### src/spq_pkg.sv
package spq_pkg;

  localparam int NUM_CLASSES = 8;
  localparam int CLASS_DEPTH = 256;

  localparam int CLS_W     = (NUM_CLASSES > 1) ? $clog2(NUM_CLASSES) : 1;
  localparam int PTR_W     = $clog2(CLASS_DEPTH);
  localparam int CNT_W     = $clog2(CLASS_DEPTH + 1);
  localparam int ADDR_W    = $clog2(NUM_CLASSES * CLASS_DEPTH);
  localparam int SUM_W     = 32;
  localparam int ID_W      = 16;
  localparam int PB_W      = 14;
  localparam int PRIO_W    = 8;
  localparam int CC_W      = 4;
  localparam int LIM_W     = 16;
  localparam int MEAN_W    = 14;
  localparam int THR_W     = 16;
  localparam int MODE_W    = 2;
  localparam int PROD_W    = LIM_W + MEAN_W;
  localparam int OUT_CLS_W = 3;
  localparam int STAT_W    = 2;
  localparam int CFG_IDX_W = 3;
  localparam int CFG_DAT_W = 16;

  typedef enum logic [CFG_IDX_W-1:0] {
    REG_CLASS_COUNT    = 3'd0,
    REG_BUFFER_LIMIT   = 3'd1,
    REG_MEAN_BYTES     = 3'd2,
    REG_MARK_THRESHOLD = 3'd3,
    REG_MARKING_MODE   = 3'd4
  } cfg_reg_t;

  localparam logic [STAT_W-1:0] STAT_ENQUEUED = 2'd0;
  localparam logic [STAT_W-1:0] STAT_DROPPED  = 2'd1;
  localparam logic [STAT_W-1:0] STAT_DEQUEUED = 2'd2;
  localparam logic [STAT_W-1:0] STAT_EMPTY    = 2'd3;

  localparam logic [MODE_W-1:0] MODE_PER_QUEUE = 2'd1;
  localparam logic [MODE_W-1:0] MODE_PER_PORT  = 2'd2;

  localparam logic CMD_ENQ = 1'b0;

  localparam logic [CC_W-1:0]   RST_CLASS_COUNT = 4'd8;
  localparam logic [LIM_W-1:0]  RST_LIMIT       = 16'd100;
  localparam logic [MEAN_W-1:0] RST_MEAN        = 14'd1500;
  localparam logic [THR_W-1:0]  RST_THRESHOLD   = 16'd65;
  localparam logic [MODE_W-1:0] RST_MODE        = MODE_PER_PORT;

  typedef enum logic [1:0] {
    S_IDLE,
    S_EXEC,
    S_READ
  } state_t;

  typedef struct packed {
    logic [CLS_W-1:0]  cls_max;
    logic [PROD_W-1:0] limit;
    logic [PROD_W-1:0] thr;
    logic [MODE_W-1:0] mode;
  } cfg_t;

  typedef struct packed {
    logic [ID_W-1:0] id;
    logic [PB_W-1:0] bytes;
    logic            ce;
  } desc_t;

  typedef struct packed {
    logic              we;
    logic [ADDR_W-1:0] waddr;
    desc_t             wdata;
    logic              re;
    logic [ADDR_W-1:0] raddr;
  } ram_req_t;

  typedef struct packed {
    logic              cmd;
    logic [ID_W-1:0]   id;
    logic [PB_W-1:0]   bytes;
    logic [PRIO_W-1:0] prio;
    logic              ect;
    logic              ce;
  } item_t;

  typedef struct packed {
    logic [STAT_W-1:0]    status;
    logic [ID_W-1:0]      id;
    logic [PB_W-1:0]      bytes;
    logic                 ce;
    logic [OUT_CLS_W-1:0] cls;
  } result_t;

  function automatic logic [OUT_CLS_W-1:0] cls_out(input logic [CLS_W-1:0] c);
    return OUT_CLS_W'(32'(c));
  endfunction

  function automatic logic [PTR_W-1:0] next_ptr(input logic [PTR_W-1:0] p);
    return (32'(p) + 1 >= CLASS_DEPTH) ? '0 : PTR_W'(32'(p) + 1);
  endfunction

  function automatic logic [ADDR_W-1:0] slot_addr(input logic [CLS_W-1:0] c,
                                                  input logic [PTR_W-1:0] p);
    return ADDR_W'(32'(c) * CLASS_DEPTH + 32'(p));
  endfunction

endpackage

### src/spq_cfg.sv
module spq_cfg (
  input  logic                            clk,
  input  logic                            rst_n,
  input  logic                            cfg_we,
  input  logic [spq_pkg::CFG_IDX_W-1:0]   cfg_index,
  input  logic [spq_pkg::CFG_DAT_W-1:0]   cfg_data,
  output spq_pkg::cfg_t                   cfg
);
  import spq_pkg::*;

  logic [CC_W-1:0]   class_count_r;
  logic [LIM_W-1:0]  limit_pk_r;
  logic [MEAN_W-1:0] mean_r;
  logic [THR_W-1:0]  thr_pk_r;
  logic [MODE_W-1:0] mode_r;
  cfg_t              cfg_r;
  cfg_t              cfg_nxt;

  always_ff @(posedge clk) begin
    if (!rst_n) begin
      class_count_r <= RST_CLASS_COUNT;
      limit_pk_r    <= RST_LIMIT;
      mean_r        <= RST_MEAN;
      thr_pk_r      <= RST_THRESHOLD;
      mode_r        <= RST_MODE;
    end else if (cfg_we) begin
      unique case (cfg_index)
        REG_CLASS_COUNT:    class_count_r <= cfg_data[CC_W-1:0];
        REG_BUFFER_LIMIT:   limit_pk_r    <= cfg_data[LIM_W-1:0];
        REG_MEAN_BYTES:     mean_r        <= cfg_data[MEAN_W-1:0];
        REG_MARK_THRESHOLD: thr_pk_r      <= cfg_data[THR_W-1:0];
        REG_MARKING_MODE:   mode_r        <= cfg_data[MODE_W-1:0];
        default: ;
      endcase
    end
  end

  // byte limits in registers so the products stay off the enqueue path
  always_comb begin
    cfg_nxt.limit = PROD_W'(limit_pk_r) * PROD_W'(mean_r);
    cfg_nxt.thr   = PROD_W'(thr_pk_r) * PROD_W'(mean_r);
    cfg_nxt.mode  = mode_r;
    if (class_count_r == '0) begin
      cfg_nxt.cls_max = '0;
    end else if (32'(class_count_r) > NUM_CLASSES) begin
      cfg_nxt.cls_max = CLS_W'(NUM_CLASSES - 1);
    end else begin
      cfg_nxt.cls_max = CLS_W'(32'(class_count_r) - 1);
    end
  end

  always_ff @(posedge clk) begin
    if (!rst_n) begin
      cfg_r.cls_max <= CLS_W'(NUM_CLASSES - 1);
      cfg_r.limit   <= PROD_W'(RST_LIMIT) * PROD_W'(RST_MEAN);
      cfg_r.thr     <= PROD_W'(RST_THRESHOLD) * PROD_W'(RST_MEAN);
      cfg_r.mode    <= RST_MODE;
    end else begin
      cfg_r <= cfg_nxt;
    end
  end

  assign cfg = cfg_r;

endmodule

### config.mk
export PLATFORM = sky130hd
export DESIGN_NAME = spq_cfg
export DESIGN_NICKNAME = d
export VERILOG_FILES = /design/src/spq_pkg.sv /design/src/spq_cfg.sv
export SDC_FILE = /design/constraint.sdc
export NUM_CORES = 1
export LEC_CHECK = 0
export BUFFER_PORTS_ARGS = -buffer_cell sky130_fd_sc_hd__buf_4
export CORE_MARGIN = 5
export CORE_UTILIZATION = 59
export DETAILED_ROUTE_END_ITERATION = 6
export GPL_TIMING_DRIVEN = 0
export PLACE_DENSITY = 0.8
export SLEW_MARGIN = 10
export SYNTH_ARGS = -nofsm -noshare
export SYNTH_HDL_FRONTEND = slang
export SYNTH_SLANG_ARGS = --single-unit
### constraint.sdc
create_clock -name clk -period 5.9 [get_ports clk]
set_clock_uncertainty 0.1 [all_clocks]
set_input_delay 0.295 -clock clk [delete_from_list [all_inputs] [get_ports clk]]
set_output_delay 0.295 -clock clk [all_outputs]
set_load 0.01 [all_outputs]
# Word-level counts from Yosys, hierarchy flattened
# Cells that the tools add are included.
# word_totals
ff_bits	117
out_inout_bits	65
# op_classes
mux	2
n_mul	2
reduce_logical	7
add_sub_neg	1
n_lt_le_gt_ge	1
n_eq_ne	4
# ops
operator	count
16-bit by 14-bit multiplier with 30-bit output	2
2-bit AND reduction	5
3-bit by 2-bit == test with 1-bit output, second input constant	2
3-bit two-way mux	2
4-bit > comparator, second input constant	1
4-bit zero test	1
3-bit by 1-bit == test with 1-bit output, second input constant	1
3-bit == test, second input constant	1
3-bit zero test	1
3-bit by 1-bit subtractor with 3-bit output, second input constant	1

# Logic depth before layout (Yosys ltp)
# Gate-level depths: netlist (run 1).
# depth
word_depth	3
mapped_depth	23

# Worst setup path after synthesis (run 1)
# Ideal clock, no wire load.
# synth_timing
path_type	reg2reg
startpoint	register mean_r[5]
endpoint	register cfg_r (netlist bit cfg[61])
stages_incl_launch_ff	21
arrival_time_ns	5.483
setup_ns	0.121
synth_period_minus_slack_ns	5.704
path_slack_ns	0.196
cell_sequence	dfxtp_1 clkbuf_1 nand2_1 fa_1 fa_1 fa_1 inv_1 fa_1 fa_1 inv_1 fa_1 inv_1 ha_1 clkbuf_1 a21oi_1 o21ai_0 nor2b_1 a21o_2 o21ai_4 a31o_2 mux2_4
# synth_between
elab_chain_cells	1
# synth_lines
item	line_no	source
start, declared	spq_cfg.sv:13	logic [MEAN_W-1:0] mean_r;
start signal, assigned	spq_cfg.sv:30	REG_MEAN_BYTES: mean_r <= cfg_data[MEAN_W-1:0];
16-bit by 14-bit multiplier with 30-bit output	spq_cfg.sv:40	cfg_nxt.limit = PROD_W'(limit_pk_r) * PROD_W'(mean_r);
end signal, assigned	spq_cfg.sv:59	cfg_r <= cfg_nxt;
end, declared	spq_cfg.sv:16	cfg_t cfg_r;
# No other way between the ends.
# A chain may end at the register's enable or synchronous reset.

# Final worst setup path (run 1)
# layout_timing
startpoint	register mean_r[13]
endpoint	register cfg_r (netlist bit cfg[61])
# Same word-level chain as after synthesis.

==> results of run 1 <==
## worst max path at each step
stage	from	endpoint	cells past startpoint
detailed placement	mean_r[6]$_SDFFE_PN1P_	cfg[31]$_SDFF_PN0_	18
finish	mean_r[13]$_SDFFE_PN0P_	cfg[61]$_SDFF_PN0_	18
floorplan	mean_r[5]$_SDFFE_PN0P_	cfg[61]$_SDFF_PN0_	20
global route	mean_r[5]$_SDFFE_PN0P_	cfg[31]$_SDFF_PN0_	18
CTS	mean_r[2]$_SDFFE_PN1P_	cfg[31]$_SDFF_PN0_	22
global placement	mean_r[6]$_SDFFE_PN1P_	cfg[28]$_SDFF_PN0_	19
## Yosys cell counts, drive strengths merged (9+ instances only)
cell type  instances
a21boi            36
a21o              18
a21oi             59
a31oi              9
and2             232
clkbuf           111
dfxtp            117
fa               330
ha               189
inv              381
mux2i             15
nand2            403
nand2b            13
nand3             20
nand4             13
nor2              22
nor2b             13
o21ai             28
xnor2             28
xor2              14
## repair_timing
item | 4_1_cts | 5_1_grt
pin swaps | 4 | 29
setup buffers | 3 | 12
resized for setup | 136 | 175
setup endpoints to repair | 33 | 30
hold buffers | 0 | 0
## metrics by stage
| step | total power [uW] | setup WS (ns) | TNS [ns] |
|---|---|---|---|
| finish | 4108 | 0.09506 | 0 |
| detailed placement | 2725 | -0.7906 | -12.72 |
| floorplan | 2259 | 0.1956 | 0 |
| global placement | 2663 | -0.6859 | -11.07 |
| global route | 4416 | -0.06170 | -0.2637 |
| CTS | 3856 | 0.0005271 | 0 |
## state kept, by name (all words and copies together), names as in the netlist
| signal | flops |
|---|---|
| limit_pk_r | 16 |
| mean_r | 14 |
| thr_pk_r | 16 |
| cfg | 65 |
| mode_r | 2 |
| class_count_r | 4 |
## worst register-to-register path: stages, from the launching register on
cell	delay, ns
dfxtp_2	0.44
buf_2	0.30
and2_1	0.18
fa_1	0.46
fa_1	0.53
fa_1	0.46
fa_1	0.51
fa_1	0.50
inv_1	0.05
fa_1	0.47
inv_1	0.06
ha_4	0.31
nand2_1	0.08
o21ai_2	0.16
a41oi_1	0.08
a21o_2	0.26
o21ai_4	0.25
a31o_4	0.21
mux2_4	0.29
## report_power, final
group	internal (uW)	leakage [uW]	switching [uW]
sequential	873	0.000960	36.2
combinational	930	0.00958	1200
clock	632	0.000273	438
## cells by family after synthesis
group,after synthesis,share of synthesized area
AO/OA/AOI/OAI,191,0.07073
XOR/XNOR,42,0.01979
adder cells (fa/ha/maj),521,0.4836
buffers and inverters,492,0.09940
flip-flops,117,0.1260
multiplexers,16,0.008883
AND/OR/NAND/NOR,741,0.1916
## placed cells by master (no fill, tap or decap), types with 23 or more instances in the layout
| cell | instances |
|---|---|
| dfxtp_1 | 88 |
| inv_1 | 377 |
| xnor2_1 | 28 |
| a21boi_0 | 36 |
| buf_4 | 114 |
| clkbuf_1 | 39 |
| dfxtp_2 | 23 |
| fa_1 | 329 |
| and2_1 | 230 |
| a21oi_1 | 50 |
| nand2_1 | 402 |
| ha_1 | 179 |
## routing by layer
layer | track usage | vias to the layer above | routed length [um] | part of all wire
li1 | - | 6672 | - | -
met4 | 0.1465 | 2 | 2679 | 0.053
met3 | 0.07837 | 187 | 5724 | 0.11
met1 | 0.3713 | 7543 | 18770 | 0.37
met5 | 0 | - | 18 | 0.00036
met2 | 0.4666 | 810 | 23330 | 0.46
## layout make-up
class / count / area [um^2] / share of cell area
flip-flops and latches: 117 / 2394 / 0.1135
clock inverters: 11 / 127.6 / 0.006051
repair buffers: 100 / 750.7 / 0.03560
multi-input cells: 1511 / 14690 / 0.6967
plain buffers: 104 / 743.2 / 0.03524
clock buffers: 20 / 446.7 / 0.02118
diodes: 1 / 2.502 / 0.0001187
inverters: 381 / 1430 / 0.06781
well taps: 402 / 503.0 / 0.02385
==> out/metrics.yaml, run 1 <==
synth:
  synth_cells: 2120
  synth.ff_latch_count: 117
  async_reset_ff_frac: 0
  synth.net_count: 2661
  ys_types: 55
  syn_area_per_cell_um2: 8.770
  netlist_area_um2: 18590
  netlist.area_leader.share: 0.3553
  synth_edf_count: 0
  synth.area.top_cells: "fa_1 (36%), ha_1 (13%), dfxtp_1 (13%)"
  ys_seq_area_frac: 0.1260
  yosysWarnings: 0
  synth_top_area_cell: "fa_1"
  synthFlopType: "dfxtp_1"
clock_tree:
  clock_latency_ns: 0.44
  root_buffer: "clkbuf_16"
  h-tree-depth: 4
  clock_sinks: 117
  cts_tree: "built"
  clockBufferDepth: 2
  cts_buffers: 17
  path_clk_slew_ns: 0.07
route:
  wl_per_cell_um: 19.09
  ant_nets: 0
  drt_iter0_drc: 1253
  dr.pass1.iters: 6
  vias: 15210
  drc: 0
  drt-total-wl_um: 50530
  viasPerCell: 5.748
timing:
  max_slew.worst_pin.slew_ns: 1.048
  final-setup-viol-count: 0
  hold_viol_final: 0
  fin_crit_sh: 0.9839
  drv_slew: 0
  whs_ns: 0.02213
  period_minus_slack_ns: 5.805
  rsz0062_at_grt: "yes"
  slew_headroom: 0.3010
  max_freq_mhz: 172.3
critical_path:
  worstSetupPathType: "register to register"
  r2r_slack_ns: 0.1
  crit_top_cell: "fa_1"
  endpoint_kind: "register"
  arrival_ns: 6.04
  r2r_end: "cfg[61]$_SDFF_PN0_"
  crit_slowest_cell: "fa_1"
  crit_required_ns: 6.13
  path_cells: "buf_2 > and2_1 > fa_1 > fa_1 > fa_1 > fa_1 > fa_1 > inv_1 > fa_1 > inv_1 > ha_4 > nand2_1 > o21ai_2 > a41oi_1 > a21o_2 > o21ai_4 > a31o_4 > mux2_4"
  timing.rr.start: "mean_r[13]$_SDFFE_PN0P_"
  critical_path_buf_inv_count: 3
  rr_worst_depth: 18
  critical_path.top_delay_family: "adder cells"
  cpPeakStageDelay_ns: 0.53
  startpoint_type: "register"
  worstPathMaxFanout: 10
place:
  placed_area_um2: 19730
  dp.cells: 2607
  hpwlAfterDp_um: 39070
  portBuffers: 85
  gp_congestion: 0.9399
power:
  powerDensity_nw_per_um2: 194.8
  irDropWorstVdd_uv: 191.8
  leakagePower_uw: 0.01081
min_path:
  hold_path_class: "primary input to register"
  min_to: "mean_r[4]$_SDFFE_PN1P_"
  min_path_cells: 3
  min-delay-start: "cfg_data[4]"
global_routing:
  grt_max_degree: 17
  grt_overflow: 0
  grt_pass1_wl_um: 81500
  grt_usage: 0.2929
  antenna_found_initial: 1
  grt_pass1_vias: 15850
run:
  drv_cap: 0
final_layout:
  finalNetCount: 2773
  fin_area_um2: 21090
  fin_util: 0.6736
  instances_no_fill: 2647
  layout-drive-gt1-share: 0.1270
  area_growth_pct: 13.44
  fill_cells: 2356
outcome:
  outcome: "finished clean"
die:
  die_area_um2: 35160
  ios: 87
  rows: 65
  initial_core_util: 0.5938
  die_h_um: 187.5
  core_um2: 31310
  die_x_um: 187.5
No activity file was read; power rests on OpenSTA's default activity.
==> run 2, diff against run 1 <==
--- a/config.mk
+++ b/config.mk
@@ -6,4 +6,5 @@
 export NUM_CORES = 1
 export LEC_CHECK = 0
+export ABC_AREA = 1
 export BUFFER_PORTS_ARGS = -buffer_cell sky130_fd_sc_hd__buf_4
 export CORE_MARGIN = 5
@@ -12,5 +13,5 @@
 export GPL_TIMING_DRIVEN = 0
 export PLACE_DENSITY = 0.8
-export SLEW_MARGIN = 10
+export SLEW_MARGIN = 20
 export SYNTH_ARGS = -nofsm -noshare
 export SYNTH_HDL_FRONTEND = slang
==> constraint.sdc (replaced) <==
create_clock -name clk -period 5.9 [get_ports clk]
set_clock_uncertainty 0.1 [all_clocks]
set_input_delay 0.295 -clock clk [delete_from_list [all_inputs] [get_ports clk]]
set_output_delay 0.295 -clock clk [all_outputs]
set_load 0.05 [all_outputs]
==> out/metrics.yaml, run 2 <==
power:
  power_uw: 5368  # was 4108 uW
  leakagePower_uw: 0.01364  # was 0.01081 uW
  powerDensity_nw_per_um2: 244.6  # was 194.8 nW/um^2
  irDropWorstVdd_uv: 482.3  # was 191.8 uV
critical_path:
  path_cells: "clkbuf_1 > nand2_1 > fa_1 > inv_1 > fa_1 > fa_1 > fa_1 > fa_1 > ha_1 > ha_1 > nand2_1 > nor2_1 > nand2_1 > nor2_1 > nand2_1 > nand3_1 > nand2_1 > nand2_1 > nor2_1"  # was buf_2 > and2_1 > fa_1 > fa_1 > fa_1 > fa_1 > fa_1 > inv_1 > fa_1 > inv_1 > ha_4 > nand2_1 > o21ai_2 > a41oi_1 > a21o_2 > o21ai_4 > a31o_4 > mux2_4
  rr_worst_depth: 19  # was 18
  critical_path_buf_inv_count: 2  # was 3
  crit_top_cell: "nand2_1"  # was fa_1
  arrival_ns: 5.97  # was 6.04 ns
  crit_slowest_cell: "fa_1"  # unchanged
  cpPeakStageDelay_ns: 0.57  # was 0.53 ns
  r2r_slack_ns: 0.18  # was 0.1 ns
  endpoint_kind: "register"  # unchanged
  r2r_end: "cfg[24]$_SDFF_PN0_"  # was cfg[61]$_SDFF_PN0_
  crit_required_ns: 6.15  # was 6.13 ns
  worstSetupPathType: "register to register"  # unchanged
  timing.rr.start: "thr_pk_r[15]$_SDFFE_PN0P_"  # was mean_r[13]$_SDFFE_PN0P_
  critical_path.top_delay_family: "adder cells"  # unchanged
  worstPathMaxFanout: 10  # unchanged
  startpoint_type: "register"  # unchanged
die:
  initial_core_util: 0.5960  # was 0.5938
  ios: 87  # unchanged
  die_area_um2: 37570  # was 35160 um^2
  rows: 67  # was 65
  die_h_um: 193.8  # was 187.5 um
  die_x_um: 193.8  # was 187.5 um
  core_um2: 33450  # was 31310 um^2
timing:
  fin_crit_sh: 0.9691  # was 0.9839
  hold_viol_final: 0  # unchanged
  max_slew.worst_pin.slew_ns: 0.9583  # was 1.048 ns
  max_freq_mhz: 174.9  # was 172.3 MHz
  period_minus_slack_ns: 5.718  # was 5.805 ns
  final-setup-viol-count: 0  # unchanged
  drv_slew: 0  # unchanged
  slew_headroom: 0.3612  # was 0.3010
clock_tree:
  postCtsSetupRepairBufs: 0  # was 3
  clockBufferDepth: 2  # unchanged
  path_clk_slew_ns: 0.07  # about the same
  clock_latency_ns: 0.46  # was 0.44 ns
  clock_sinks: 117  # unchanged
  cts_buffers: 17  # unchanged
  h-tree-depth: 4  # unchanged
  root_buffer: "clkbuf_16"  # unchanged
  cts_tree: "built"  # unchanged
synth:
  synth_top_area_cell: "fa_1"  # unchanged
  ys_seq_area_frac: 0.1175  # was 0.1260
  synth_top_cells_by_count: "nand2_1 (851), inv_1 (783), fa_1 (330), ha_1 (189), nor2_1 (185)"  # was nand2_1 (403), inv_1 (381), fa_1 (330), and2_1 (232), ha_1 (189)
  ys_types: 33  # was 55
  synth_cells: 2809  # was 2120
  netlist_area_um2: 19940  # was 18590 um^2
  synthFlopType: "dfxtp_1"  # unchanged
  async_reset_ff_frac: 0  # unchanged
  netlist.area_leader.share: 0.3314  # was 0.3553
  synth.most_common_cell: "nand2_1"  # unchanged
  synth.ff_latch_count: 117  # unchanged
  syn_area_per_cell_um2: 7.097  # was 8.770 um^2
  synth.net_count: 3350  # was 2661
  yosysWarnings: 0  # unchanged
  synth.area.top_cells: "fa_1 (33%), nand2_1 (16%), inv_1 (15%)"  # was fa_1 (36%), ha_1 (13%), dfxtp_1 (13%)
  synth_edf_count: 0  # unchanged
global_routing:
  grt_pass1_wl_um: 94410  # was 81500 um
  grt_max_degree: 17  # unchanged
  grt_usage: 0.3161  # was 0.2929
  grt_overflow: 0  # unchanged
  antenna_found_initial: 0  # was 1
  grt_pass1_vias: 18520  # was 15850
place:
  portBuffers: 86  # was 85
  gp_congestion: 0.9598  # was 0.9399
  hpwlAfterDp_um: 47560  # was 39070 um
route:
  dr.pass1.iters: 5  # was 6
  viasPerCell: 5.202  # was 5.748
  drt-total-wl_um: 58020  # was 50530 um
  wl_per_cell_um: 17.21  # was 19.09 um
  drt_iter0_drc: 1263  # was 1253
  ant_nets: 0  # unchanged
  drc: 0  # unchanged
  vias: 17540  # was 15210
final_layout:
  area_growth_pct: 10.08  # was 13.44%
  num_antenna_cells: 0  # was 1
  fin_util: 0.6561  # was 0.6736
  final_common_cell: "nand2_1"  # unchanged
  finalNetCount: 3451  # was 2773
  layout-drive-gt1-share: 0.08348  # was 0.1270
  layout_common_cells: "nand2_1 (847), inv_1 (783), fa_1 (330)"  # was nand2_1 (402), inv_1 (377), fa_1 (329)
  fill_cells: 2963  # was 2356
  largest_register_ffs: 65  # unchanged
min_path:
  min_path_cells: 3  # unchanged
  hold_path_class: "primary input to register"  # unchanged
  min_to: "limit_pk_r[9]$_SDFFE_PN0P_"  # was mean_r[4]$_SDFFE_PN1P_
  min-delay-start: "cfg_data[9]"  # was cfg_data[4]
run:
  drv_cap: 0  # unchanged
outcome:
  outcome: "finished clean"  # unchanged
## run 2: cell type report
cell class | count | area (um^2) | share of cell area
Multi-Input combinational cell | 1801 | 14290 | 0.6513
Inverter | 786 | 2950 | 0.1344
Sequential cell | 117 | 2356 | 0.1074
Timing Repair Buffer | 94 | 725.7 | 0.03307
Tap cell | 448 | 560.5 | 0.02554
Buffer | 93 | 508.0 | 0.02315
Clock buffer | 18 | 439.2 | 0.02001
Clock inverter | 14 | 113.9 | 0.005188
## run 2: metal layers
layer  routed length (um)  track usage  vias to the layer above
li1                     -            -                     8210
met1                20930       0.3569                     8327
met2                29020       0.5566                      781
met3                 4180      0.05317                      217
met4                 3886       0.1987                        0
met5                    0            0                        -
## run 2: what timing repair did
item / 4_1_cts / 5_1_grt
endpoints found under the hold margin: 11 / 0
resized for setup: 39 / 134
setup endpoints to repair: 36 / 39
hold buffers: 8 / 0
pin swaps: 0 / 0
## run 2: cells by family after synthesis
family / after synthesis / share of synthesized area
xor gates and xnor gates: 7 / 0.003075
AOI/OAI and AO/OA: 132 / 0.03439
buffers and inverters: 891 / 0.1688
and+or+nand+nor: 1143 / 0.2263
adders and majority gates: 519 / 0.4500
DFF: 117 / 0.1175
## run 2: report_power, final
group	switching (uW)	internal, uW	leakage (uW)	total (uW)
sequential	52.5	900	0.000958	952
clock	463	557	0.000266	1020
combinational	2270	1120	0.0124	3400
## run 2: metrics by stage
step | instance area, um^2 | setup WS (ns) | hold slack (ns) | TNS, ns | cells
CTS | 21810 | 0.001434 | 0.002961 | 0 | 3380
finish | 21950 | 0.1821 | 0.02114 | 0 | 3371
global placement | 21140 | -0.2225 | 0.3179 | -3.317 | 3343
global route | 21950 | -0.01643 | 0.01689 | -0.03150 | 3371
detailed placement | 21140 | -0.2728 | 0.3315 | -4.091 | 3343
floorplan | 19940 | 0.7521 | 0.2916 | 0 | 2809
## run 2: worst register-to-register path: stages (launching register included)
cell      delay, ns
dfxtp_1        0.56
clkbuf_1       0.55
nand2_1        0.18
fa_1           0.57
inv_1          0.06
fa_1           0.50
fa_1           0.47
fa_1           0.53
fa_1           0.43
ha_1           0.30
ha_1           0.37
nand2_1        0.12
nor2_1         0.25
nand2_1        0.14
nor2_1         0.11
nand2_1        0.07
nand3_1        0.13
nand2_1        0.07
nand2_1        0.05
nor2_1         0.05
## run 2: how the worst max path moves through the flow
stage | start | end | slack, ns | cells after the start
6_report | thr_pk_r[15]$_SDFFE_PN0P_ | cfg[24]$_SDFF_PN0_ | 0.18 | 19
5_1_grt | mean_r[1]$_SDFFE_PN0P_ | cfg[55]$_SDFF_PN0_ | -0.02 | 23
4_1_cts | limit_pk_r[4]$_SDFFE_PN0P_ | cfg[55]$_SDFF_PN0_ | 0.001 | 21
3_5_place_dp | mean_r[5]$_SDFFE_PN0P_ | cfg[31]$_SDFF_PN0_ | -0.27 | 20
3_3_place_gp | mean_r[5]$_SDFFE_PN0P_ | cfg[55]$_SDFF_PN0_ | -0.22 | 22
2_1_floorplan | mean_r[2]$_SDFFE_PN1P_ | cfg[58]$_SDFF_PN0_ | 0.75 | 26
