[src/spq_pkg.sv]
package spq_pkg;

  localparam int NUM_CLASSES = 8;
  localparam int CLASS_DEPTH = 256;

  localparam int CLS_W     = (NUM_CLASSES > 1) ? $clog2(NUM_CLASSES) : 1;
  localparam int PTR_W     = $clog2(CLASS_DEPTH);
  localparam int CNT_W     = $clog2(CLASS_DEPTH + 1);
  localparam int ADDR_W    = $clog2(NUM_CLASSES * CLASS_DEPTH);
  localparam int SUM_W     = 32;
  localparam int ID_W      = 16;
  localparam int PB_W      = 14;
  localparam int PRIO_W    = 8;
  localparam int CC_W      = 4;
  localparam int LIM_W     = 16;
  localparam int MEAN_W    = 14;
  localparam int THR_W     = 16;
  localparam int MODE_W    = 2;
  localparam int PROD_W    = LIM_W + MEAN_W;
  localparam int OUT_CLS_W = 3;
  localparam int STAT_W    = 2;
  localparam int CFG_IDX_W = 3;
  localparam int CFG_DAT_W = 16;

  typedef enum logic [CFG_IDX_W-1:0] {
    REG_CLASS_COUNT    = 3'd0,
    REG_BUFFER_LIMIT   = 3'd1,
    REG_MEAN_BYTES     = 3'd2,
    REG_MARK_THRESHOLD = 3'd3,
    REG_MARKING_MODE   = 3'd4
  } cfg_reg_t;

  localparam logic [STAT_W-1:0] STAT_ENQUEUED = 2'd0;
  localparam logic [STAT_W-1:0] STAT_DROPPED  = 2'd1;
  localparam logic [STAT_W-1:0] STAT_DEQUEUED = 2'd2;
  localparam logic [STAT_W-1:0] STAT_EMPTY    = 2'd3;

  localparam logic [MODE_W-1:0] MODE_PER_QUEUE = 2'd1;
  localparam logic [MODE_W-1:0] MODE_PER_PORT  = 2'd2;

  localparam logic CMD_ENQ = 1'b0;

  localparam logic [CC_W-1:0]   RST_CLASS_COUNT = 4'd8;
  localparam logic [LIM_W-1:0]  RST_LIMIT       = 16'd100;
  localparam logic [MEAN_W-1:0] RST_MEAN        = 14'd1500;
  localparam logic [THR_W-1:0]  RST_THRESHOLD   = 16'd65;
  localparam logic [MODE_W-1:0] RST_MODE        = MODE_PER_PORT;

  typedef enum logic [1:0] {
    S_IDLE,
    S_EXEC,
    S_READ
  } state_t;

  typedef struct packed {
    logic [CLS_W-1:0]  cls_max;
    logic [PROD_W-1:0] limit;
    logic [PROD_W-1:0] thr;
    logic [MODE_W-1:0] mode;
  } cfg_t;

  typedef struct packed {
    logic [ID_W-1:0] id;
    logic [PB_W-1:0] bytes;
    logic            ce;
  } desc_t;

  typedef struct packed {
    logic              we;
    logic [ADDR_W-1:0] waddr;
    desc_t             wdata;
    logic              re;
    logic [ADDR_W-1:0] raddr;
  } ram_req_t;

  typedef struct packed {
    logic              cmd;
    logic [ID_W-1:0]   id;
    logic [PB_W-1:0]   bytes;
    logic [PRIO_W-1:0] prio;
    logic              ect;
    logic              ce;
  } item_t;

  typedef struct packed {
    logic [STAT_W-1:0]    status;
    logic [ID_W-1:0]      id;
    logic [PB_W-1:0]      bytes;
    logic                 ce;
    logic [OUT_CLS_W-1:0] cls;
  } result_t;

  function automatic logic [OUT_CLS_W-1:0] cls_out(input logic [CLS_W-1:0] c);
    return OUT_CLS_W'(32'(c));
  endfunction

  function automatic logic [PTR_W-1:0] next_ptr(input logic [PTR_W-1:0] p);
    return (32'(p) + 1 >= CLASS_DEPTH) ? '0 : PTR_W'(32'(p) + 1);
  endfunction

  function automatic logic [ADDR_W-1:0] slot_addr(input logic [CLS_W-1:0] c,
                                                  input logic [PTR_W-1:0] p);
    return ADDR_W'(32'(c) * CLASS_DEPTH + 32'(p));
  endfunction

endpackage

[src/spq_ctrl.sv]
module spq_ctrl (
  input  logic              clk,
  input  logic              rst_n,
  input  spq_pkg::item_t    item,
  input  logic              item_valid,
  output logic              item_ready,
  input  spq_pkg::cfg_t     cfg,
  input  logic              out_free,
  output logic              res_valid,
  output spq_pkg::result_t  res,
  output spq_pkg::ram_req_t ram_req,
  input  spq_pkg::desc_t    rdata
);
  import spq_pkg::*;

  state_t           state_r;
  state_t           state_nxt;
  item_t            item_r;
  logic [CLS_W-1:0] sel_r;
  logic             sel_ld;

  logic [PTR_W-1:0] head_r    [NUM_CLASSES];
  logic [PTR_W-1:0] tail_r    [NUM_CLASSES];
  logic [CNT_W-1:0] entries_r [NUM_CLASSES];
  logic [SUM_W-1:0] cbytes_r  [NUM_CLASSES];
  logic [SUM_W-1:0] total_r;

  logic [CLS_W-1:0] enq_cls;
  logic [CLS_W-1:0] deq_sel;
  logic             deq_found;
  logic [CLS_W-1:0] acc_cls;
  logic [SUM_W:0]   sum_total;
  logic [SUM_W:0]   sum_class;
  logic             drop;
  logic             mark;
  logic             upd_enq;
  logic             upd_deq;

  // priority clamp, negative goes to the top class
  always_comb begin
    if (item_r.prio[PRIO_W-1]) begin
      enq_cls = '0;
    end else if (32'(item_r.prio[PRIO_W-2:0]) > 32'(cfg.cls_max)) begin
      enq_cls = cfg.cls_max;
    end else begin
      enq_cls = CLS_W'(32'(item_r.prio[PRIO_W-2:0]));
    end
  end

  // lowest non-empty class in use
  always_comb begin
    deq_found = 1'b0;
    deq_sel   = '0;
    for (int i = NUM_CLASSES - 1; i >= 0; i--) begin
      if (entries_r[i] != '0 && 32'(i) <= 32'(cfg.cls_max)) begin
        deq_found = 1'b1;
        deq_sel   = CLS_W'(i);
      end
    end
  end

  always_comb begin
    if (state_r == S_READ) begin
      acc_cls = sel_r;
    end else if (item_r.cmd == CMD_ENQ) begin
      acc_cls = enq_cls;
    end else begin
      acc_cls = deq_sel;
    end
  end

  assign sum_total = {1'b0, total_r} + (SUM_W+1)'(item_r.bytes);
  assign sum_class = {1'b0, cbytes_r[acc_cls]} + (SUM_W+1)'(item_r.bytes);
  assign drop = (sum_total > (SUM_W+1)'(cfg.limit)) ||
                (32'(entries_r[acc_cls]) >= CLASS_DEPTH);
  assign mark = item_r.ect &&
                ((cfg.mode == MODE_PER_QUEUE && sum_class > (SUM_W+1)'(cfg.thr)) ||
                 (cfg.mode == MODE_PER_PORT  && sum_total > (SUM_W+1)'(cfg.thr)));

  always_comb begin
    state_nxt  = state_r;
    item_ready = 1'b0;
    res_valid  = 1'b0;
    res        = '0;
    ram_req    = '0;
    upd_enq    = 1'b0;
    upd_deq    = 1'b0;
    sel_ld     = 1'b0;
    unique case (state_r)
      S_IDLE: begin
        item_ready = 1'b1;
        if (item_valid) begin
          state_nxt = S_EXEC;
        end
      end
      S_EXEC: begin
        if (item_r.cmd == CMD_ENQ) begin
          if (out_free) begin
            res_valid = 1'b1;
            res.id    = item_r.id;
            res.bytes = item_r.bytes;
            res.cls   = cls_out(acc_cls);
            if (drop) begin
              res.status = STAT_DROPPED;
              res.ce     = item_r.ce;
            end else begin
              res.status          = STAT_ENQUEUED;
              res.ce              = item_r.ce | mark;
              upd_enq             = 1'b1;
              ram_req.we          = 1'b1;
              ram_req.waddr       = slot_addr(acc_cls, tail_r[acc_cls]);
              ram_req.wdata.id    = item_r.id;
              ram_req.wdata.bytes = item_r.bytes;
              ram_req.wdata.ce    = item_r.ce | mark;
            end
            state_nxt = S_IDLE;
          end
        end else if (!deq_found) begin
          if (out_free) begin
            res_valid  = 1'b1;
            res.status = STAT_EMPTY;
            state_nxt  = S_IDLE;
          end
        end else begin
          ram_req.re    = 1'b1;
          ram_req.raddr = slot_addr(acc_cls, head_r[acc_cls]);
          sel_ld        = 1'b1;
          state_nxt     = S_READ;
        end
      end
      S_READ: begin
        if (out_free) begin
          res_valid  = 1'b1;
          res.status = STAT_DEQUEUED;
          res.id     = rdata.id;
          res.bytes  = rdata.bytes;
          res.ce     = rdata.ce;
          res.cls    = cls_out(acc_cls);
          upd_deq    = 1'b1;
          state_nxt  = S_IDLE;
        end
      end
      default: state_nxt = S_IDLE;
    endcase
  end

  always_ff @(posedge clk) begin
    if (!rst_n) begin
      state_r <= S_IDLE;
    end else begin
      state_r <= state_nxt;
    end
  end

  always_ff @(posedge clk) begin
    if (item_ready && item_valid) begin
      item_r <= item;
    end
    if (sel_ld) begin
      sel_r <= deq_sel;
    end
  end

  // per-class counters, read-modify-write at one class per command
  always_ff @(posedge clk) begin
    if (!rst_n) begin
      for (int i = 0; i < NUM_CLASSES; i++) begin
        head_r[i]    <= '0;
        tail_r[i]    <= '0;
        entries_r[i] <= '0;
        cbytes_r[i]  <= '0;
      end
      total_r <= '0;
    end else if (upd_enq) begin
      tail_r[acc_cls]    <= next_ptr(tail_r[acc_cls]);
      entries_r[acc_cls] <= entries_r[acc_cls] + CNT_W'(1);
      cbytes_r[acc_cls]  <= sum_class[SUM_W-1:0];
      total_r            <= sum_total[SUM_W-1:0];
    end else if (upd_deq) begin
      head_r[acc_cls]    <= next_ptr(head_r[acc_cls]);
      entries_r[acc_cls] <= entries_r[acc_cls] - CNT_W'(1);
      cbytes_r[acc_cls]  <= cbytes_r[acc_cls] - SUM_W'(rdata.bytes);
      total_r            <= total_r - SUM_W'(rdata.bytes);
    end
  end

endmodule

[config.mk]
export PLATFORM = sky130hd
export DESIGN_NAME = spq_ctrl
export DESIGN_NICKNAME = d
export VERILOG_FILES = /design/src/spq_pkg.sv /design/src/spq_ctrl.sv
export SDC_FILE = /design/constraint.sdc
export NUM_CORES = 1
export LEC_CHECK = 0
export BUFFER_PORTS_ARGS = -buffer_cell sky130_fd_sc_hd__buf_2
export CAP_MARGIN = 20
export CORE_MARGIN = 2
export CORE_UTILIZATION = 51
export CTS_BUF_LIST = sky130_fd_sc_hd__clkbuf_4 sky130_fd_sc_hd__clkbuf_8
export DETAILED_ROUTE_END_ITERATION = 10
export HOLD_SLACK_MARGIN = 0.15
export PLACE_DENSITY = 0.71
export SLEW_MARGIN = 20
export SYNTH_ARGS = -nofsm -noshare
export SYNTH_HDL_FRONTEND = slang
export SYNTH_SLANG_ARGS = --single-unit
export TNS_END_PERCENT = 30
[constraint.sdc]
create_clock -name clk -period 58.4 [get_ports clk]
set_clock_uncertainty 0.1 [all_clocks]
set_input_delay 17.52 -clock clk [delete_from_list [all_inputs] [get_ports clk]]
set_output_delay 17.52 -clock clk [all_outputs]
set_load 0.05 [all_outputs]
Yosys cells after proc, flatten, opt, wreduce, memory -nomap -nowiden. Memories as Yosys holds them, arrays and structs flattened. Cells that the tools add are included.

Add/subtract/negate cells: 10. $lt $le $gt $ge: 14. Eq/ne operators: 5. Muxes and demuxes: 79. Bitwise logic cells: 3. Reduce and logical (&&, ||, !) cells: 27.

Operator list (number): two-way mux 43 bit (3); two-way mux 32 bit (4); greater-than comparator 33 x 30 -> 1 bit (3); one-hot mux 36 bit (2 select lines) (1); nonzero test 9 bit (8); adder 32 x 14 -> 33 bit (2); greater-or-equal comparator 32 x 9 -> 1 bit, second input constant (2); subtractor 32 x 14 -> 32 bit (2); two-way mux 55 bit (1); two-way mux 3 bit (16); two-way mux 36 bit (1); two-way mux 35 bit (1); two-way mux 1 bit (34); two-way mux 34 bit (1); two-way mux 8 bit (4); OR reduction 32 bit (1); two-way mux 12 bit (2); adder 11 x 8 -> 11 bit (2); adder 8 x 1 -> 9 bit, second input constant (2); two-way mux 9 bit (2); OR reduction 8 bit (2); two-way mux 2 bit (7); <= comparator 3 bit, first input constant (4); logical AND 1 bit (11); 16 further kinds (22).

Bits in registers: 78. Memory bits (writable): 456. Bits of input ports: 141. Output and inout bits: 93. Word-level logic and storage cells: 151. Memories kept: 4.

Memory list: cbytes_r (words 8, width 32, read ports 1, clocked after Yosys merged registers in 0, wr ports 8, RTL line spq_ctrl.sv:25) `logic [SUM_W-1:0] cbytes_r [NUM_CLASSES];`; entries_r (words 8, width 9, read ports 9, clocked after Yosys merged registers in 0, wr ports 8, RTL line spq_ctrl.sv:24) `logic [CNT_W-1:0] entries_r [NUM_CLASSES];`; head_r (words 8, width 8, read ports 1, clocked after Yosys merged registers in 0, wr ports 8, RTL line spq_ctrl.sv:22) `logic [PTR_W-1:0] head_r [NUM_CLASSES];`; tail_r (words 8, width 8, read ports 1, clocked after Yosys merged registers in 0, wr ports 8, RTL line spq_ctrl.sv:23) `logic [PTR_W-1:0] tail_r [NUM_CLASSES];`.

Logic depth before layout (Yosys ltp). Gate-level depths: netlist (run 1). An unclocked memory read counts as a cell.

Depth after elaboration: 26. Depth in mapped cells: 47. Mapped depth without buffers: 38.

Worst setup path after synthesis (run 1). Ideal clock, no wire load.

Path type: input -> output. Start point: input port cfg[63] (netlist bit). End point: output port ram_req[12] (netlist bit). Data arrival time: 25997 ps. Data required time: 40780 ps. Slack: 14783 ps. Stages on the path: 44. Buffers on the path: 9. Path through: clkbuf_1 inv_1 ha_1 and3b_1 o21ai_0 a21oi_1 or3_1 o21ai_2 buf_4 buf_6 buf_4 clkbuf_1 clkbuf_1 buf_1 clkbuf_1 nand2_1 nand3_1 o21ai_0 [... 8 more ...] o211ai_1 a21oi_1 a2111oi_0 or3_1 a32oi_1 and4_1 buf_2 nand3_1 xnor2_1 ha_1 nand4_1 nor3_1 nand2_1 o21ai_0 nor2_1 o311a_1 a31oi_1 o21a_1.

RTL lines: start: declaration (RTL line spq_ctrl.sv:7) `input spq_pkg::cfg_t cfg,`; end: declaration (RTL line spq_ctrl.sv:11) `output spq_pkg::ram_req_t ram_req,`.

==> impl_metrics.env, run 1 <==
export IMPL_grt_max_degree=66
export IMPL_place_ws_ps=14120
export IMPL_clockBufferDepth=3
export IMPL_final_cells=4170
export IMPL_power_total_mw=1.01
export IMPL_synth_seq_area_share=0.508
export IMPL_tns_ps=0
export IMPL_dieHeight_um=250
export IMPL_antenna_found_initial=2
export IMPL_cts_root_buf="clkbuf_8"
export IMPL_wl_per_cell_um=25.0
export IMPL_cp_common_cell="o21ai_0"
export IMPL_startpoint_type="input pin"
export IMPL_synth_avg_cell_area_um2=9.95
export IMPL_cap_violations=0
export IMPL_num_vias=26300
export IMPL_cts_resized=0
export IMPL_timing_slew_headroom=0.185
export IMPL_cp_top_family="compound AO/OA/AOI/OAI gates"
export IMPL_gp_congestion=0.952
export IMPL_rows=90
export IMPL_cts_tree="done"
export IMPL_fin_crit_sh=0.763
export IMPL_cp_slowest_cell="a211oi_2"
export IMPL_detail_route_first_pass_iterations=6
export IMPL_crit_buf_inv=5
export IMPL_synth_area_top_cells="edfxtp_1 49%, nor2_1 7.7%, ha_1 6.6%, nand2_1 4.1%, xnor2_1 2.3%"
export IMPL_synthCells=3106
export IMPL_path_clk_slew_ps=60
export IMPL_rsz0062_at_grt="false"
export IMPL_final_util=0.575
export IMPL_timing_rr_start="item_r[10]"
export IMPL_drc=0
export IMPL_grt_pass1_vias=26100
export IMPL_hold_end="total_r[9]"
export IMPL_yosysWarnings=0
export IMPL_criticalPathCategory="input pin to output port"
export IMPL_grt_pass1_wl_um=157000
export IMPL_core_region_area_mm2=0.0601
export IMPL_worst_pin_slew_ps=1210
export IMPL_area_delta_synth_final_pct=12.0
export IMPL_drtAntennaViolNets=0
export IMPL_grt_overflow_total=0
export IMPL_die_area_mm2=0.0626
export IMPL_synth_cell_types=97
export IMPL_max_freq_mhz=22.4
export IMPL_reg2reg_slack_ps=48680
export IMPL_port_buffers=233
export IMPL_cts_sinks=534
export IMPL_peakVddDrop_uv=16.1
export IMPL_min_period_ps=44580
export IMPL_cellPowerDensity_mw_per_mm2=29.1
export IMPL_cp_max_fo=57
export IMPL_nets=3632
export IMPL_dp_cells=4012
export IMPL_yosys_register_bits=534
export IMPL_synth_top_cells_by_count="634 x nor2_1, 500 x edfxtp_1, 336 x nand2_1, 162 x ha_1, 122 x inv_1"
export IMPL_hpwl_um=71100
export IMPL_r2r_end="entries_r[7][8]"
export IMPL_slowest_delay_ps=830
export IMPL_holdPathStages=2
export IMPL_ios=234
export IMPL_setup_worst_path_end_class="output port"
export IMPL_status="completed"
export IMPL_finalHoldViolCount=0
export IMPL_die_w_um=250
export IMPL_ff2ff_path_depth=35
export IMPL_cp_arrival_ps=26960
export IMPL_yosysTopAreaCellShare=0.486
export IMPL_hold_path_class="register to register"
export IMPL_leakage_nw=14.1
export IMPL_routed_wl_um=104000
export IMPL_synth_flop_cell="edfxtp_1"
export IMPL_drt_iter0_drc=3224
export IMPL_clock_latency_ps=710
export IMPL_avgViaCountPerCell=6.32
export IMPL_drive_gt1_frac=0.155
export IMPL_hold_path_startpoint="total_r[9]"
export IMPL_slew_violations=0
export IMPL_grt_usage=0.329
export IMPL_async_reset_ff_frac=0
export IMPL_setup_violations=0
export IMPL_numCtsBuffers=92
export IMPL_synth_edf_count=500
export IMPL_syn_area_mm2=0.0309
export IMPL_cts_hold_buffers=0
export IMPL_start_util=0.514
export IMPL_required_ps=40780
export IMPL_synth_top_cell_by_area="edfxtp_1"
export IMPL_synth_nets=3414
export IMPL_post_cts_buffers=0
export IMPL_setup_ws_ps=13820
export IMPL_yosys_cell_count_top_type="nor2_1"
export IMPL_htreeDepth=3
-- worst register-to-register path: cells and delay by family, from the launching register on --
family / cells / cell delay [ps]
AOI/OAI and AO/OA: 15 / 3100
and+or+nand+nor: 10 / 2400
adders and majority gates: 4 / 1290
xor gates and xnor gates: 3 / 1070
buffers and inverters: 3 / 990
DFF: 1 / 470
-- how the worst max path moves through the flow --
stage | end | depth (start not counted) | slack, ps | start
floorplan | ram_req[12] | 44 | 14780 | cfg[63]
CTS | ram_req[12] | 37 | 14080 | cfg[64]
global placement | ram_req[12] | 39 | 14380 | cfg[64]
detailed placement | ram_req[12] | 37 | 14120 | cfg[64]
finish | ram_req[12] | 37 | 13820 | cfg[64]
global route | ram_req[12] | 36 | 13190 | cfg[64]
-- registers in the layout, summed over array words and instances, names as in the netlist --
| signal | cells |
|---|---|
| total_r | 32 |
| item_r | 41 |
| state_r | 2 |
| tail_r | 64 |
| sel_r | 3 |
| cbytes_r | 256 |
| entries_r | 72 |
| head_r | 64 |
-- metrics by stage --
stage / area (um^2) / hold slack [ps]
after floorplan: 30900 / 429
after global placement: 32800 / 458
after detailed placement: 32800 / 459
after CTS: 34600 / 465
after global routing: 34600 / 522
final: 34600 / 464
-- metal layers --
layer	track usage	wire length [um]	vias up
met1	0.438	40100	12700
met2	0.522	48200	1624
met5	0.0108	118	-
li1	-	-	11700
met4	0.138	4300	6
met3	0.0695	11400	299
-- power by group --
part | internal, mW | leakage, nW | total (mW) | switching [mW]
Combinational | 0.0682 | 7.78 | 0.219 | 0.151
Clock | 0.186 | 0.944 | 0.346 | 0.160
Sequential | 0.433 | 5.40 | 0.441 | 0.00763
Total | 0.687 | 14.1 | 1.01 | 0.318
-- cells in the final DEF (no fill, tap or decap), drive strengths merged, types with 32 or more instances in the layout --
cell type  instances
buf              287
nand2            336
o21ai             90
edfxtp           500
nand3            103
inv              126
mux2i             66
clkbuf           124
o211ai            33
nor3              51
and2              48
a21oi            128
nor2             635
dfxtp             34
ha               162
xor2              32
a22oi             42
a21o              34
xnor2             82
-- cell type report --
type / count / area (um^2)
Multi-Input combinational cell: 2286 / 14100
Antenna cell: 1 / 2.50
Inverter: 123 / 462
Tap cell: 782 / 978
Clock inverter: 33 / 270
Sequential cell: 534 / 15700
Timing Repair Buffer: 287 / 1570
Clock buffer: 124 / 1520
Fill cell: 5197 / 25500
-- kinds of logic (layout without fill, tap and decap cells) --
| logic type | Yosys count | in the layout | synth area share |
|---|---|---|---|
| XOR/XNOR | 114 | 114 | 0.0326 |
| AO/OA/AOI/OAI | 566 | 566 | 0.130 |
| buffers and inverters | 286 | 567 | 0.0381 |
| flip-flops | 534 | 534 | 0.508 |
| adder cells (fa/ha/maj) | 167 | 167 | 0.0689 |
| other | 0 | 1 | 0 |
| AND/OR/NAND/NOR | 1353 | 1353 | 0.193 |
| multiplexers | 86 | 86 | 0.0290 |
(Power assumes the default switching activity.)
==> inputs of run 2 (changes only) <==
ABC_AREA = 1   (was unset)
PLACE_DENSITY = 0.74   (was 0.71)
clock period = 38.5 ns   (was 58.4 ns; I/O delays follow)
==> impl_metrics.env, run 2 <==
export IMPL_fillers=5189
export IMPL_grt_usage=0.306
export IMPL_ff2ff_path_depth=29
export IMPL_htreeDepth=3
export IMPL_drtAntennaViolNets=0
export IMPL_synth_area_top_cells="edfxtp_1 48%, nor2_1 8.1%, ha_1 6.5%, nand2_1 6.2%, inv_1 3.7%"
export IMPL_dieHeight_um=251
export IMPL_path_clk_slew_ps=60
export IMPL_yosysTopAreaCellShare=0.484
export IMPL_top_regs="cbytes_r (256), entries_r (72)"
export IMPL_async_reset_ff_frac=0
export IMPL_die_area_mm2=0.0628
export IMPL_tns_ps=0
export IMPL_setup_worst_path_end_class="output port"
export IMPL_yosys_register_bits=534
export IMPL_slowest_delay_ps=520
export IMPL_final_cell_mix="673 x nor2_1, 508 x nand2_1, 500 x edfxtp_1"
export IMPL_cap_violations=0
export IMPL_finalHoldViolCount=0
export IMPL_synth_seq_area_share=0.506
export IMPL_grt_pass1_vias=24500
export IMPL_final_common_cell="nor2_1"
export IMPL_synth_nets=3637
export IMPL_cts_tree="done"
export IMPL_timing_slew_headroom=0.223
export IMPL_area_delta_synth_final_pct=10.8
export IMPL_yosys_cell_count_top_type="nor2_1"
export IMPL_clock_latency_ps=730
export IMPL_setup_violations=0
export IMPL_avgViaCountPerCell=5.91
export IMPL_synthCells=3329
export IMPL_post_cts_buffers=0
export IMPL_whs_ps=416
export IMPL_detail_route_first_pass_iterations=6
export IMPL_ios=234
export IMPL_clockBufferDepth=3
export IMPL_routed_wl_um=97200
export IMPL_cp_slowest_cell="nand2_2"
export IMPL_hold_path_class="register to register"
export IMPL_cp_common_cell="nand2_1"
export IMPL_startpoint_type="input pin"
export IMPL_largest_reg_flops=256
export IMPL_leakage_nw=14.9
export IMPL_cts_root_buf="clkbuf_8"
export IMPL_rows=90
export IMPL_required_ps=26850
export IMPL_grt_pass1_wl_um=146000
export IMPL_cts_hold_buffers=0
export IMPL_drt_iter0_drc=3341
export IMPL_criticalPathCategory="input pin to output port"
export IMPL_start_util=0.515
export IMPL_slew_violations=0
export IMPL_synth_edf_count=500
export IMPL_syn_area_mm2=0.0310
export IMPL_cts_sinks=534
export IMPL_largest_register="cbytes_r"
export IMPL_cts_resized=0
export IMPL_cellPowerDensity_mw_per_mm2=47.3
export IMPL_cp_arrival_ps=19820
export IMPL_status="completed"
export IMPL_num_vias=26000
export IMPL_fin_crit_sh=0.817
export IMPL_rsz0062_at_grt="false"
export IMPL_nets=3854
export IMPL_drive_gt1_frac=0.160
export IMPL_min_period_ps=31470
export IMPL_holdPathStages=2
export IMPL_wl_per_cell_um=22.1
export IMPL_numCtsBuffers=87
export IMPL_core_region_area_mm2=0.0602
export IMPL_grt_overflow_total=0
export IMPL_port_buffers=233
export IMPL_synth_top_cells_by_count="673 x nor2_1, 516 x nand2_1, 500 x edfxtp_1, 306 x inv_1, 162 x ha_1"
export IMPL_max_freq_mhz=31.8
export IMPL_drc=0
export IMPL_hpwl_um=66500
export IMPL_cp_max_fo=71
export IMPL_yosysWarnings=0
export IMPL_worst_pin_slew_ps=1130
export IMPL_gp_congestion=1.00
export IMPL_grt_max_degree=72
export IMPL_synth_cell_types=76
export IMPL_antenna_found_initial=4
export IMPL_synth_top_cell_by_area="edfxtp_1"
export IMPL_peakVddDrop_uv=21.6
export IMPL_die_w_um=251
export IMPL_synth_flop_cell="edfxtp_1"
export IMPL_synth_avg_cell_area_um2=9.31
## run 2: cell types whose count changed in the layout (fill, tap and decap cells not counted), sizes merged, moves of 53 or more
| cell | previous run | this run |
|---|---|---|
| nand2 | 336 | 568 |
| inv | 126 | 330 |
| nor2 | 635 | 705 |
| mux2i | 66 | 5 |
| nand3 | 103 | 163 |
| xor2 | 32 | 89 |
| o22ai | 11 | 64 |
## run 2: cells by family after synthesis
kind of cell / after synthesis / share of synthesized area
buffers and inverters: 460 / 0.0642
and+or+nand+nor: 1582 / 0.226
DFF: 534 / 0.506
AOI/OAI and AO/OA: 462 / 0.0984
xor gates and xnor gates: 119 / 0.0348
adders and majority gates: 167 / 0.0686
muxes: 5 / 0.00186
## run 2: path summary, 6_finish.rpt
check	slack [ps]	start	endpoint
setup reg to reg	29930	item_r[12]	cbytes_r[1][2]
hold reg to reg	420	state_r[1]	state_r[1]
setup / recovery	7030	cfg[64]	res[3]
hold / removal	420	state_r[1]	state_r[1]
## run 2: area by class of cell
| class | instances | area [um^2] | area share |
|---|---|---|---|
| Clock buffer | 120 | 1450 | 0.0422 |
| Multi-Input combinational cell | 2335 | 13400 | 0.389 |
| Timing Repair Buffer | 258 | 1350 | 0.0394 |
| Antenna cell | 3 | 7.51 | 0.000218 |
| Inverter | 330 | 1240 | 0.0361 |
| Clock inverter | 35 | 273 | 0.00794 |
| Tap cell | 782 | 978 | 0.0285 |
| Sequential cell | 534 | 15700 | 0.457 |
## run 2: where the power goes
part,switching [mW],internal (mW)
clock network,0.239,0.266
registers,0.0157,0.660
logic,0.316,0.131
## run 2: through the flow
stage / std cells / power, mW / setup slack, ps / util / cell area [um^2]
after floorplan: 3329 / 0.995 / 8470 / - / 31000
after global placement: 4239 / 1.11 / 7360 / 0.542 / 32600
after detailed placement: 4239 / 1.12 / 7150 / 0.542 / 32600
after CTS: 4394 / 1.62 / 7130 / 0.570 / 34400
after global routing: 4395 / 1.69 / 6430 / 0.570 / 34400
final: 4397 / 1.63 / 7030 / 0.570 / 34400
## run 2: worst max-delay path: cells and delay by family
family | cells | cell delay [ps]
AOI/OAI and AO/OA | 9 | 1290
xor gates and xnor gates | 1 | 210
adders and majority gates | 4 | 1240
buffers and inverters | 6 | 740
and+or+nand+nor | 32 | 4740
## run 2: metal layers
layer / wire length, um / up-vias / GRT usage
li1: - / 11800 / -
met1: 38300 / 12200 / 0.425
met2: 42200 / 1684 / 0.463
met3: 12300 / 267 / 0.0653
met4: 4230 / 4 / 0.140
met5: 21 / - / 0
